<file path="config.mk">
export PLATFORM = sky130hd
export DESIGN_NAME = rtnb_prefix_unit
export DESIGN_NICKNAME = d
export VERILOG_FILES = /design/src/hw/rtl/rtnb_pkg.sv /design/src/hw/rtl/rtnb_prefix_unit.sv
export SDC_FILE = /design/constraint.sdc
export NUM_CORES = 1
export LEC_CHECK = 0
export BUFFER_PORTS_ARGS = -buffer_cell sky130_fd_sc_hd__buf_2
export CORE_AREA = 4 4 61 52
export DETAILED_ROUTE_END_ITERATION = 10
export DIE_AREA = 0 0 65 56
export PLACE_DENSITY = 0.83
export SLEW_MARGIN = 10
export SYNTH_ARGS = -nofsm -noshare
export SYNTH_HDL_FRONTEND = slang
export SYNTH_SLANG_ARGS = --single-unit
</file>
<file path="constraint.sdc">
create_clock -name vclk -period 4
set_input_delay 0.8 -clock vclk [all_inputs]
set_output_delay 0.8 -clock vclk [all_outputs]
set_load 0.03 [all_outputs]
</file>
<file path="src/hw/rtl/rtnb_pkg.sv">
// ----------------------------------------------------------------------------
// rtnb_pkg: shared types and constants of the radix tree node builder
// Widths of the request, result and search datapath, command codes, the
// sequencer state type and the probe descriptor fed to the prefix unit.
// ----------------------------------------------------------------------------
package rtnb_pkg;

  // Default store depth (leaf codes).
  localparam int unsigned MAX_LEAVES_DEF = 1024;

  // Field widths.
  localparam int unsigned CODE_W  = 30;  // Morton code
  localparam int unsigned IDX_W   = 10;  // request index, node number, leaf index
  localparam int unsigned CNT_W   = 11;  // leaf count, flat child number
  localparam int unsigned DELTA_W = 8;   // prefix length, -1 .. 64, signed

  // Search datapath widths. The leaf count register holds at most 2047, so a
  // search offset stays below 4096 and a probe position below 16384.
  localparam int unsigned LEN_W = 13;    // offsets l, t, s, lmax
  localparam int unsigned POS_W = 15;    // signed probe position

  // Request payload layout.
  localparam int unsigned S_DATA_W = 40;
  localparam int unsigned M_DATA_W = 64;

  // Command codes carried in the request tuser.
  localparam logic CMD_STORE = 1'b0;
  localparam logic CMD_BUILD = 1'b1;

  typedef enum logic [3:0] {
    ST_IDLE,
    ST_LOAD,
    ST_UP,
    ST_DOWN,
    ST_EXPAND,
    ST_RANGE,
    ST_NODE,
    ST_SPLIT,
    ST_FINISH
  } state_e;

  // Leaf position that the prefix unit compares against the node's own code.
  typedef struct packed {
    logic             in_range;
    logic [CNT_W-1:0] idx;
  } probe_t;

endpackage

</file>
<file path="src/hw/rtl/rtnb_prefix_unit.sv">
// ----------------------------------------------------------------------------
// rtnb_prefix_unit: common-prefix length of two leaf codes
// Leading zeros of the code xor; equal codes fall back to 32 plus the
// leading zeros of the index xor; a probe outside the leaf range gives -1.
// ----------------------------------------------------------------------------
module rtnb_prefix_unit (
  input  logic [rtnb_pkg::CODE_W-1:0]         code_a_i,
  input  logic [rtnb_pkg::CODE_W-1:0]         code_b_i,
  input  logic [rtnb_pkg::IDX_W-1:0]          idx_a_i,
  input  rtnb_pkg::probe_t                    probe_i,
  output logic signed [rtnb_pkg::DELTA_W-1:0] delta_o
);

  function automatic logic [5:0] lzc32(input logic [31:0] w);
    logic [5:0] n;
    n = 6'd32;
    for (int k = 0; k < 32; k++) begin
      if (w[k]) begin
        n = 6'(31 - k);
      end
    end
    return n;
  endfunction

  logic [31:0] code_x;
  logic [31:0] idx_x;
  logic [5:0]  code_lz;
  logic [5:0]  idx_lz;

  always_comb begin
    code_x  = {{(32 - rtnb_pkg::CODE_W){1'b0}}, code_a_i ^ code_b_i};
    idx_x   = {{(32 - rtnb_pkg::IDX_W){1'b0}}, idx_a_i}
            ^ {{(32 - rtnb_pkg::CNT_W){1'b0}}, probe_i.idx};
    code_lz = lzc32(code_x);
    idx_lz  = lzc32(idx_x);
    if (!probe_i.in_range) begin
      delta_o = '1;
    end else if (code_x != '0) begin
      delta_o = rtnb_pkg::DELTA_W'(code_lz);
    end else begin
      delta_o = rtnb_pkg::DELTA_W'(7'd32 + 7'(idx_lz));
    end
  end

endmodule

</file>
======== Word-level counts from Yosys, hierarchy flattened ========
Cells that the tools add are included.
word-level totals
  memory bits (writable) .................. 0
  latch bits .............................. 0
  bits in read-only memories .............. 0
  flip-flop bits (word level) ............. 0
  memories kept ........................... 0
  input port bits ......................... 82
  logic and storage cells ................. 68
  output and inout bits ................... 8
operators by class
  eq/ne operators ......................... 0
  shift-type cells ........................ 0
  divide/modulo/power cells ............... 0
  muxes and demuxes ....................... 64
  add/subtract/negate cells ............... 1
  $lt $le $gt $ge ......................... 0
  bitwise gates (word level) .............. 2
  reductions and logical operators ........ 1
  multiply operators ...................... 0
operators with widths
  kind                 count
  $mux 6               62
  $reduce_bool 30->1   1
  $xor 30x30->30       1
  $xor 10x11->11       1
  $mux 8               1
  $add 6x6->7 const A  1
  $mux 7               1

======== Logic depth before layout (Yosys ltp) ========
Gate-level depths: netlist of the first run.
  depth in word-level cells ............... 36
  gate-level depth with buffers ........... 5

======== Least setup slack after synthesis of the first run ========
No wires, ideal clock.
  path type ............................... input port to output port
  from .................................... in code_b_i[14] (netlist name)
  to ...................................... out delta_o[3] (netlist name)
  arrival ................................. 2.550 ns
  data required time ...................... 3.200 ns
  slack ................................... 0.650 ns
  buffers on the path ..................... 0
  cell stages on the path ................. 4
  cell sequence ........................... xnor2_1 -> nand4_1 -> or2_1 -> o41ai_1
between the ends
  word-level cells in the longest chain between the ends .. 19
  elaborated cells on any way between the ends .. 20
  those cells by class .................... mux (18); bitwise (1); reduce/logical (1)
RTL lines
  item                   line                    RTL
  start, declared        rtnb_prefix_unit.sv:8   input logic [rtnb_pkg::CODE_W-1:0] code_b_i,
  $xor 30x30->30 (*)     rtnb_prefix_unit.sv:31  code_x = {{(32 - rtnb_pkg::CODE_W){1'b0}}, code_a_i ^ code_b_i};
  $mux 6 (16 in series)  rtnb_prefix_unit.sv:18  if (w[k]) begin
  $mux 7 (*)             rtnb_prefix_unit.sv:38  end else if (code_x != '0) begin
  $mux 8 (*)             rtnb_prefix_unit.sv:36  if (!probe_i.in_range) begin
  end, declared          rtnb_prefix_unit.sv:11  output logic signed [rtnb_pkg::DELTA_W-1:0] delta_o
Every way passes the cells marked *; elsewhere a longest branch is shown, timed or not.

======== Worst setup path in the final report of the first run ========
  from .................................... in code_b_i[22] (netlist name)
  to ...................................... out delta_o[0] (netlist name)
between the ends
  word-level cells in the longest chain between the ends .. 11
  elaborated cells on any way between the ends .. 12
  those cells by class .................... mux (10); bitwise (1); reduce/logical (1)
RTL lines
  item                  line
  $xor 30x30->30 (*)    rtnb_prefix_unit.sv:31
  $mux 6 (8 in series)  rtnb_prefix_unit.sv:18
  $mux 7 (*)            rtnb_prefix_unit.sv:38
  $mux 8 (*)            rtnb_prefix_unit.sv:36
Marked as above.

==> out/metrics.yaml, run 1 <==
job:
  timing.max_cap.violations: 0
clocking:
  hold_buffers: 0
  post_cts_resize_count: 0
  cts_post_setup_buffers_inserted: 0
worst_setup_path:
  crit_required_ns: 3.20
  cpMaxStageDelayCell: "sky130_fd_sc_hd__nor4_4"
  timing_worst_setup_path_type: "input port to output port"
  worstPathMaxFanout: 4
  timing.critical_path.max_delay_family: "simple AND/OR/NAND/NOR gates"
  critical_path_arrival_ns: 2.33
  crit_cells: 7
  cp-startpoint: "code_b_i[22]"
  critical_path.endpoint_type: "output port"
  cp_slowest_stage_delay_ns: 0.39
  critical_path.n_buffers_inverters: 2
  dominant_cell_type_by_count_on_the_critical_path: "sky130_fd_sc_hd__buf_2"
  cp_cell_sequence: "buf_2 -> xnor2_1 -> nand4_1 -> nor4_4 -> nand2_1 -> o221ai_1 -> buf_2"
  setup.worst_path.start_class: "input port"
worst_hold_path:
  hold-path-cell-count: 3
  min_path_type: "input port to output port"
  worst_hold_startpoint: "probe_i[11]"
cells_and_area:
  postLayoutCoreUtil_pct: 60.5
  most-common-layout-cells: "sky130_fd_sc_hd__buf_2, sky130_fd_sc_hd__xnor2_1, sky130_fd_sc_hd__xor2_1, sky130_fd_sc_hd__nand2_1, sky130_fd_sc_hd__xnor2_2"
  layout-drive-gt1-share_pct: 45.9
  layout.cells.most_common: "sky130_fd_sc_hd__buf_2"
  final-seq-area_um2: 0
  design.seq.count: 0
  insertedDiodeCount: 0
  num-nets-final: 313
  multi_input_area_mm2: 0.00107
  syn2layout_area_growth_pct: 45.9
  clock_buffer_count: 0
  fillCellCount: 256
  final_cells: 267
pwr:
  power.ir.vdd_worst_mv: 0.0653
  p_leak_nw: 0.715
  total_power_w: 0.000193
  power_density_mw_per_mm2: 122
timing:
  report.final.slew_viol_count: 0
  hold_violations: 0
  slew_headroom_pct: 73.7
  finalCritPeriodShare_pct: 78.4
  pin_slew_with_the_least_headroom_to_its_limit_ns: 0.384
  timing.fmax_mhz: 319
  grt_setup_unrepaired: "no"
  setup_total_negative_slack_ns: 0
  setup_viol: 0
  final.min_clock_period_ns: 3.13
routing:
  routedWlPerCell_um: 11.4
  route.vias.total: 1325
  finalWirelength_um: 3040
  detail_route.iter0.violations: 39
  vias_per_cell: 4.96
  number_of_antenna_violating_nets_in_the_routed_design: 0
  drcViolationCount: 0
  detailedRoute.firstPassIterationCount: 4
die:
  die_area_mm2: 0.00364
  die_y_um: 56
  fp.coreArea_mm2: 0.00262
  initial_utilization_pct: 41.5
  pin_count: 90
  die_width_um: 65
  num_rows: 17
yosys:
  ys_seq_area_share_pct: 0
  postSynthCellCount: 139
  syn-cell-area_mm2: 0.00109
  post_synth_num_cell_types: 36
  ys_warn_count: 0
  syn-num-nets: 221
  post_synthesis_average_cell_area_um2: 7.81
grt:
  vias_in_the_first_global_route: 1285
  groute.usage.overall_pct: 16.1
  grt.overflow.total: 0
  antenna_violations_before_repair: 0
  grt_first_pass_wirelength_um: 5060
  pin_count_of_the_biggest_net_entering_global_routing: 8
run_status:
  outcome: "completed"
placed_design:
  hpwlAfterDp_um: 2830
  place.gp.congestion: 0.884
  buffer_ports.inserted: 90
  placed_cells: 267
## cell type report
cell class | count | share of cell area (%)
Inverter | 3 | 0.711
Multi-Input combinational cell | 136 | 67.9
Tap cell | 38 | 3.00
Timing Repair Buffer | 90 | 28.4
## routing by layer
| metal | wire length (um) | vias to the layer above | track usage [%] |
|---|---|---|---|
| li1 | - | 700 | - |
| met4 | 0 | 0 | 0 |
| met1 | 1270 | 575 | 20.9 |
| met3 | 287 | 0 | 1.21 |
| met5 | 0 | - | 0 |
| met2 | 1480 | 50 | 30.3 |
## metrics by stage
step / hold slack (ns) / setup WS [ns] / cell area (um^2)
CTS: 1.98 / 0.851 / 1580
floorplan: 1.72 / 0.650 / 1090
global route: 2.00 / 0.645 / 1580
detailed placement: 1.98 / 0.855 / 1580
finish: 1.98 / 0.866 / 1580
global placement: 1.98 / 0.868 / 1580
## cells by family after synthesis
group,count (synthesis),synth area share (%)
AOI/OAI and AO/OA,36,23.2
xor gates and xnor gates,51,48.7
buffers and inverters,3,1.04
and+or+nand+nor,49,27.1
## cells in the mapped netlist (2+ instances only)
cell,instances,area (um^2)
sky130_fd_sc_hd__a211oi_1,2,15.0
sky130_fd_sc_hd__a21oi_1,10,50.1
sky130_fd_sc_hd__and2_1,3,18.8
sky130_fd_sc_hd__inv_1,3,11.3
sky130_fd_sc_hd__nand2_1,12,45.0
sky130_fd_sc_hd__nand2b_1,4,25.0
sky130_fd_sc_hd__nand3_1,5,25.0
sky130_fd_sc_hd__nand4_1,7,43.8
sky130_fd_sc_hd__nor2_1,5,18.8
sky130_fd_sc_hd__nor3_1,2,10.0
sky130_fd_sc_hd__nor3b_1,2,15.0
sky130_fd_sc_hd__nor4_2,2,25.0
sky130_fd_sc_hd__o2111ai_1,3,26.3
sky130_fd_sc_hd__o211ai_1,2,15.0
sky130_fd_sc_hd__o21ai_0,6,30.0
sky130_fd_sc_hd__o221ai_1,2,17.5
sky130_fd_sc_hd__o41ai_1,2,17.5
sky130_fd_sc_hd__xnor2_1,22,193
sky130_fd_sc_hd__xnor2_2,11,179
sky130_fd_sc_hd__xor2_1,18,158
## where the power goes
part	internal [W]	switching (W)	total (W)
clock network	0	0	0
logic	0.0000899	0.000103	0.000193
registers	0	0	0
total	0.0000899	0.000103	0.000193
## final timing paths
| path | end | slack [ns] |
|---|---|---|
| hold / removal | delta_o[5] | 1.98 |
| setup / recovery | delta_o[0] | 0.87 |
Note: power is estimated with default switching activity, not from simulation.
==> inputs of run 2 (changes only) <==
--- a/config.mk
+++ b/config.mk
@@ -6,10 +6,10 @@
 export NUM_CORES = 1
 export LEC_CHECK = 0
 export BUFFER_PORTS_ARGS = -buffer_cell sky130_fd_sc_hd__buf_2
-export CORE_AREA = 4 4 61 52
+export CORE_AREA = 4 4 63 54
 export DETAILED_ROUTE_END_ITERATION = 10
-export DIE_AREA = 0 0 65 56
-export PLACE_DENSITY = 0.83
+export DIE_AREA = 0 0 67 58
+export PLACE_DENSITY = 0.77
 export SLEW_MARGIN = 10
 export SYNTH_ARGS = -nofsm -noshare
 export SYNTH_HDL_FRONTEND = slang
==> constraint.sdc (replaced) <==
create_clock -name vclk -period 3.1
set_input_delay 0.62 -clock vclk [all_inputs]
set_output_delay 0.62 -clock vclk [all_outputs]
set_load 0.03 [all_outputs]
==> out/metrics.yaml, run 2 (synthesis gave the netlist of run 1 again) <==
grt:
  antenna_violations_before_repair: 0  # unchanged
  grt_use_met1_pct: 20.8  # -0.055 points
  grt_first_pass_wirelength_um: 5080  # +0.28%
  grt_max_usage_layer: "met2"
  groute.usage.overall_pct: 15.3  # -0.77 points
  groute.layer.met2.usage_pct: 28.2  # -2.2 points
  pin_count_of_the_biggest_net_entering_global_routing: 8  # unchanged
  grt_use_met3_pct: 0.775  # -0.44 points
  grt.overflow.total: 0  # unchanged
  vias_in_the_first_global_route: 1321  # +2.8%
die:
  num_rows: 17  # unchanged
  die_y_um: 58  # +3.6%
  initial_utilization_pct: 40.2  # -1.3 points
  die_area_mm2: 0.00389  # +6.8%
  die_width_um: 67  # +3.1%
  pin_count: 90  # unchanged
  fp.coreArea_mm2: 0.00270  # +3.3%
timing:
  setup_viol: 0  # unchanged
  grt_setup_unrepaired: "no"
  setup_total_negative_slack_ns: 0  # unchanged
  hold_violations: 0  # unchanged
  pin_slew_with_the_least_headroom_to_its_limit_ns: 0.412  # +0.0278 ns
  finalCritPeriodShare_pct: 90.2
  final.min_clock_period_ns: 2.80
  slew_headroom_pct: 72.3  # -1.4 points
  report.final.slew_viol_count: 0  # unchanged
  timing.fmax_mhz: 358
worst_setup_path:
  timing.critical_path.max_delay_family: "simple AND/OR/NAND/NOR gates"
  critical_path.endpoint_type: "output port"
  worst_setup_path_endpoint: "delta_o[2]"
  timing_worst_setup_path_type: "input port to output port"
  crit_cells: 7  # unchanged
  cp_cell_sequence: "buf_2 -> xnor2_1 -> nand4_1 -> nor4_2 -> nand2_1 -> o221ai_1 -> buf_2"
  dominant_cell_type_by_count_on_the_critical_path: "sky130_fd_sc_hd__buf_2"
  worstPathMaxFanout: 3  # -1
  crit_required_ns: 2.48  # -0.72 ns
  cpMaxStageDelayCell: "sky130_fd_sc_hd__nor4_2"
  cp-startpoint: "code_b_i[5]"
  cp_slowest_stage_delay_ns: 0.42  # +0.03 ns
  critical_path_arrival_ns: 2.18  # -0.15 ns
  setup.worst_path.start_class: "input port"
  critical_path.n_buffers_inverters: 2  # unchanged
placed_design:
  hpwlAfterDp_um: 2850  # +0.64%
  place.gp.congestion: 0.846  # -4.4%
  buffer_ports.inserted: 90  # unchanged
pwr:
  cellInternalPower_w: 0.000118  # +31%
  part_of_the_power_in_registers_pct: 0  # unchanged
  power.switching_w: 0.000133  # +30%
  netSwitchingFraction_pct: 53.1  # -0.16 points
  total_power_w: 0.000251  # +30%
  power.ir.vdd_worst_mv: 0.0768  # +18%
  power_frac_clock_pct: 0  # unchanged
  pwr-share-comb_pct: 100.0  # about the same
  p_leak_nw: 0.720  # +0.67%
  power_density_mw_per_mm2: 158  # +30%
cells_and_area:
  syn2layout_area_growth_pct: 46.5
  insertedDiodeCount: 0  # unchanged
  layout-drive-gt1-share_pct: 46.1  # +0.24 points
  design.seq.count: 0  # unchanged
  most-common-layout-cells: "sky130_fd_sc_hd__buf_2, sky130_fd_sc_hd__xnor2_1, sky130_fd_sc_hd__xor2_1, sky130_fd_sc_hd__nand2_1, sky130_fd_sc_hd__xnor2_2"
  final-seq-area_um2: 0  # unchanged
  num-nets-final: 314  # +0.32%
  layout.cells.most_common: "sky130_fd_sc_hd__buf_2"
  clock_buffer_count: 0  # unchanged
routing:
  vias_per_cell: 5.01  # +1.1%
  finalWirelength_um: 3140  # +3.3%
  detailedRoute.firstPassIterationCount: 4  # unchanged
  drcViolationCount: 0  # unchanged
  number_of_antenna_violating_nets_in_the_routed_design: 0  # unchanged
  route.vias.total: 1344  # +1.4%
  detail_route.iter0.violations: 40  # +2.6%
  routedWlPerCell_um: 11.7  # +2.9%
run_status:
  outcome: "completed"
worst_hold_path:
  worst_hold_startpoint: "probe_i[11]"
  min_path_type: "input port to output port"
clocking:
  cts_post_setup_buffers_inserted: 0  # unchanged
  hold_buffers: 0  # unchanged
  post_cts_resize_count: 0  # unchanged
job:
  timing.max_cap.violations: 0  # unchanged
==> run 2: worst min-delay path by stage <==
stage | end | cells past startpoint
after floorplan | delta_o[7] | 1
after global placement | delta_o[5] | 3
after detailed placement | delta_o[7] | 3
after CTS | delta_o[7] | 3
after global routing | delta_o[7] | 3
final | delta_o[4] | 3
==> run 2: routing by layer <==
layer / up-vias / routed length, um
met5: - / 0
met4: 0 / 0
met3: 0 / 253
met2: 51 / 1520
met1: 592 / 1370
li1: 701 / -
==> run 2: final cells by class <==
cell class / count / area, um^2
fill: 274 / 1110
inverter: 3 / 11.3
multi-input combinational: 136 / 1070
tap: 38 / 47.5
timing repair buffer: 91 / 458
==> run 2: power groups by stage <==
| stage | clock network (W) | registers [W] | logic [W] |
|---|---|---|---|
| after floorplan | 0 | 0 | 0.000150 |
| after global placement | 0 | 0 | 0.000248 |
| after detailed placement | 0 | 0 | 0.000249 |
| after CTS | 0 | 0 | 0.000251 |
| after global routing | 0 | 0 | 0.000276 |
| final | 0 | 0 | 0.000251 |
==> run 2: through the flow <==
step	utilization (%)	cell area (um^2)	hold slack (ns)	setup WS [ns]	std cells
after floorplan	-	1090	1.36	0.110	139
after global placement	58.9	1590	1.61	0.375	268
after detailed placement	58.9	1590	1.62	0.342	268
after CTS	58.9	1590	1.62	0.337	268
after global routing	58.9	1590	1.65	0.146	268
final	58.9	1590	1.62	0.304	268
==> inputs of run 3 (changes only) <==
--- a/config.mk
+++ b/config.mk
@@ -10,6 +10,7 @@
 export DETAILED_ROUTE_END_ITERATION = 10
 export DIE_AREA = 0 0 67 58
 export PLACE_DENSITY = 0.77
+export RECOVER_POWER = 50
 export SLEW_MARGIN = 10
 export SYNTH_ARGS = -nofsm -noshare
 export SYNTH_HDL_FRONTEND = slang
==> out/metrics.yaml, run 3 (synthesis gave the netlist of run 1 again) <==
worst_setup_path:
  critical_path.endpoint_type: "output port"
  critical_path_arrival_ns: 2.22  # +0.04 ns
  worstPathMaxFanout: 4  # +1
  crit_required_ns: 2.48  # about the same
  setup.worst_path.start_class: "input port"
  timing_worst_setup_path_type: "input port to output port"
routing:
  route.vias.total: 1348  # +0.30%
  drcViolationCount: 0  # unchanged
  number_of_antenna_violating_nets_in_the_routed_design: 0  # unchanged
  vias_per_cell: 5.03  # +0.30%
  routedWlPerCell_um: 11.8  # +0.35%
  detailedRoute.firstPassIterationCount: 4  # unchanged
  detail_route.iter0.violations: 41  # +2.5%
  finalWirelength_um: 3150  # +0.35%
cells_and_area:
  final-seq-area_um2: 0  # unchanged
  layout-drive-gt1-share_pct: 45.2  # -0.87 points
  syn2layout_area_growth_pct: 45.5
  clock_buffer_count: 0  # unchanged
  layout.cells.most_common: "sky130_fd_sc_hd__buf_2"
  final_cell_area_mm2: 0.00158  # -0.71%
  insertedDiodeCount: 0  # unchanged
  most-common-layout-cells: "sky130_fd_sc_hd__buf_2, sky130_fd_sc_hd__xnor2_1, sky130_fd_sc_hd__xor2_1, sky130_fd_sc_hd__nand2_1, sky130_fd_sc_hd__xnor2_2"
  design.seq.count: 0  # unchanged
  num-nets-final: 314  # unchanged
placed_design:
  hpwlAfterDp_um: 2850  # unchanged
  buffer_ports.inserted: 90  # unchanged
  cell_area_reported_after_detailed_placement_mm2: 0.00159  # unchanged
  place.gp.congestion: 0.846  # unchanged
grt:
  grt.overflow.total: 0  # unchanged
  vias_in_the_first_global_route: 1321  # unchanged
  pin_count_of_the_biggest_net_entering_global_routing: 8  # unchanged
  grt_first_pass_wirelength_um: 5080  # unchanged
  groute.usage.overall_pct: 15.3  # unchanged
  antenna_violations_before_repair: 0  # unchanged
timing:
  finalCritPeriodShare_pct: 91.5  # +1.3 points
  report.final.slew_viol_count: 0  # unchanged
  setup_viol: 0  # unchanged
  grt_setup_unrepaired: "no"
  hold_violations: 0  # unchanged
  final.min_clock_period_ns: 2.84  # +0.0390 ns
  pin_slew_with_the_least_headroom_to_its_limit_ns: 0.412  # -0.000147 ns
  slew_headroom_pct: 72.3  # about the same
  timing.fmax_mhz: 353  # -1.4%
  setup_total_negative_slack_ns: 0  # unchanged
die:
  die_area_mm2: 0.00389  # unchanged
  num_rows: 17  # unchanged
  pin_count: 90  # unchanged
  initial_utilization_pct: 40.2  # unchanged
  die_width_um: 67  # unchanged
  fp.coreArea_mm2: 0.00270  # unchanged
  die_y_um: 58  # unchanged
clocking:
  cts_post_setup_buffers_inserted: 0  # unchanged
  post_cts_resize_count: 0  # unchanged
  hold_buffers: 0  # unchanged
pwr:
  power_density_mw_per_mm2: 158  # about the same
  power.ir.vdd_worst_mv: 0.0758  # -1.4%
  p_leak_nw: 0.704  # -2.2%
job:
  timing.max_cap.violations: 0  # unchanged
run_status:
  outcome: "completed"
worst_hold_path:
  worst_hold_startpoint: "probe_i[11]"
  hold-path-cell-count: 3  # unchanged
  min_path_type: "input port to output port"
  hold-path-endpoint: "delta_o[4]"
[run 3: cell types whose count changed in the layout (fill, tap and decap cells not counted)]
cell and delta:
sky130_fd_sc_hd__buf_2 -2, sky130_fd_sc_hd__clkbuf_1 +2, sky130_fd_sc_hd__nor4_2 +1, sky130_fd_sc_hd__nor4_4 -1
[run 3: power by group]
group | internal (W) | switching (W) | total, W
clock network | 0 | 0 | 0
logic | 0.000117 | 0.000132 | 0.000249
registers | 0 | 0 | 0
[run 3: layout make-up]
type	count	area, um^2
Tap cell	38	47.5
Multi-Input combinational cell	136	1070
Timing Repair Buffer	91	455
Fill cell	276	1120
Inverter	3	11.3
[run 3: metal layers]
layer / vias up / track usage (%) / wire length [um]
met1: 598 / 20.8 / 1390
met2: 49 / 28.2 / 1520
met5: - / 0 / 0
met3: 0 / 0.775 / 246
met4: 0 / 0 / 0
li1: 701 / - / -
[run 3: how the worst max path moves through the flow]
stage,from,endpoint,slack (ns)
floorplan,code_b_i[14],delta_o[3],0.11
global placement,code_b_i[7],delta_o[2],0.38
detailed placement,code_b_i[22],delta_o[2],0.34
CTS,code_b_i[5],delta_o[2],0.34
global route,code_b_i[22],delta_o[2],0.09
finish,code_b_i[13],delta_o[3],0.26
[run 3: metrics by stage]
stage	std cells	util [%]	hold WS, ns	total power (W)	setup slack (ns)
global route	268	58.5	1.66	0.000274	0.0935
floorplan	139	-	1.36	0.000150	0.110
finish	268	58.5	1.63	0.000249	0.265
detailed placement	268	58.9	1.62	0.000249	0.342
global placement	268	58.9	1.61	0.000248	0.375
CTS	268	58.9	1.62	0.000251	0.337
[run 3: worst max-delay path: stages]
cell                       delay [ns]
sky130_fd_sc_hd__buf_2           0.11
sky130_fd_sc_hd__xnor2_1         0.32
sky130_fd_sc_hd__nand4_1         0.19
sky130_fd_sc_hd__or2_1           0.27
sky130_fd_sc_hd__o41ai_1         0.32
sky130_fd_sc_hd__clkbuf_1        0.38
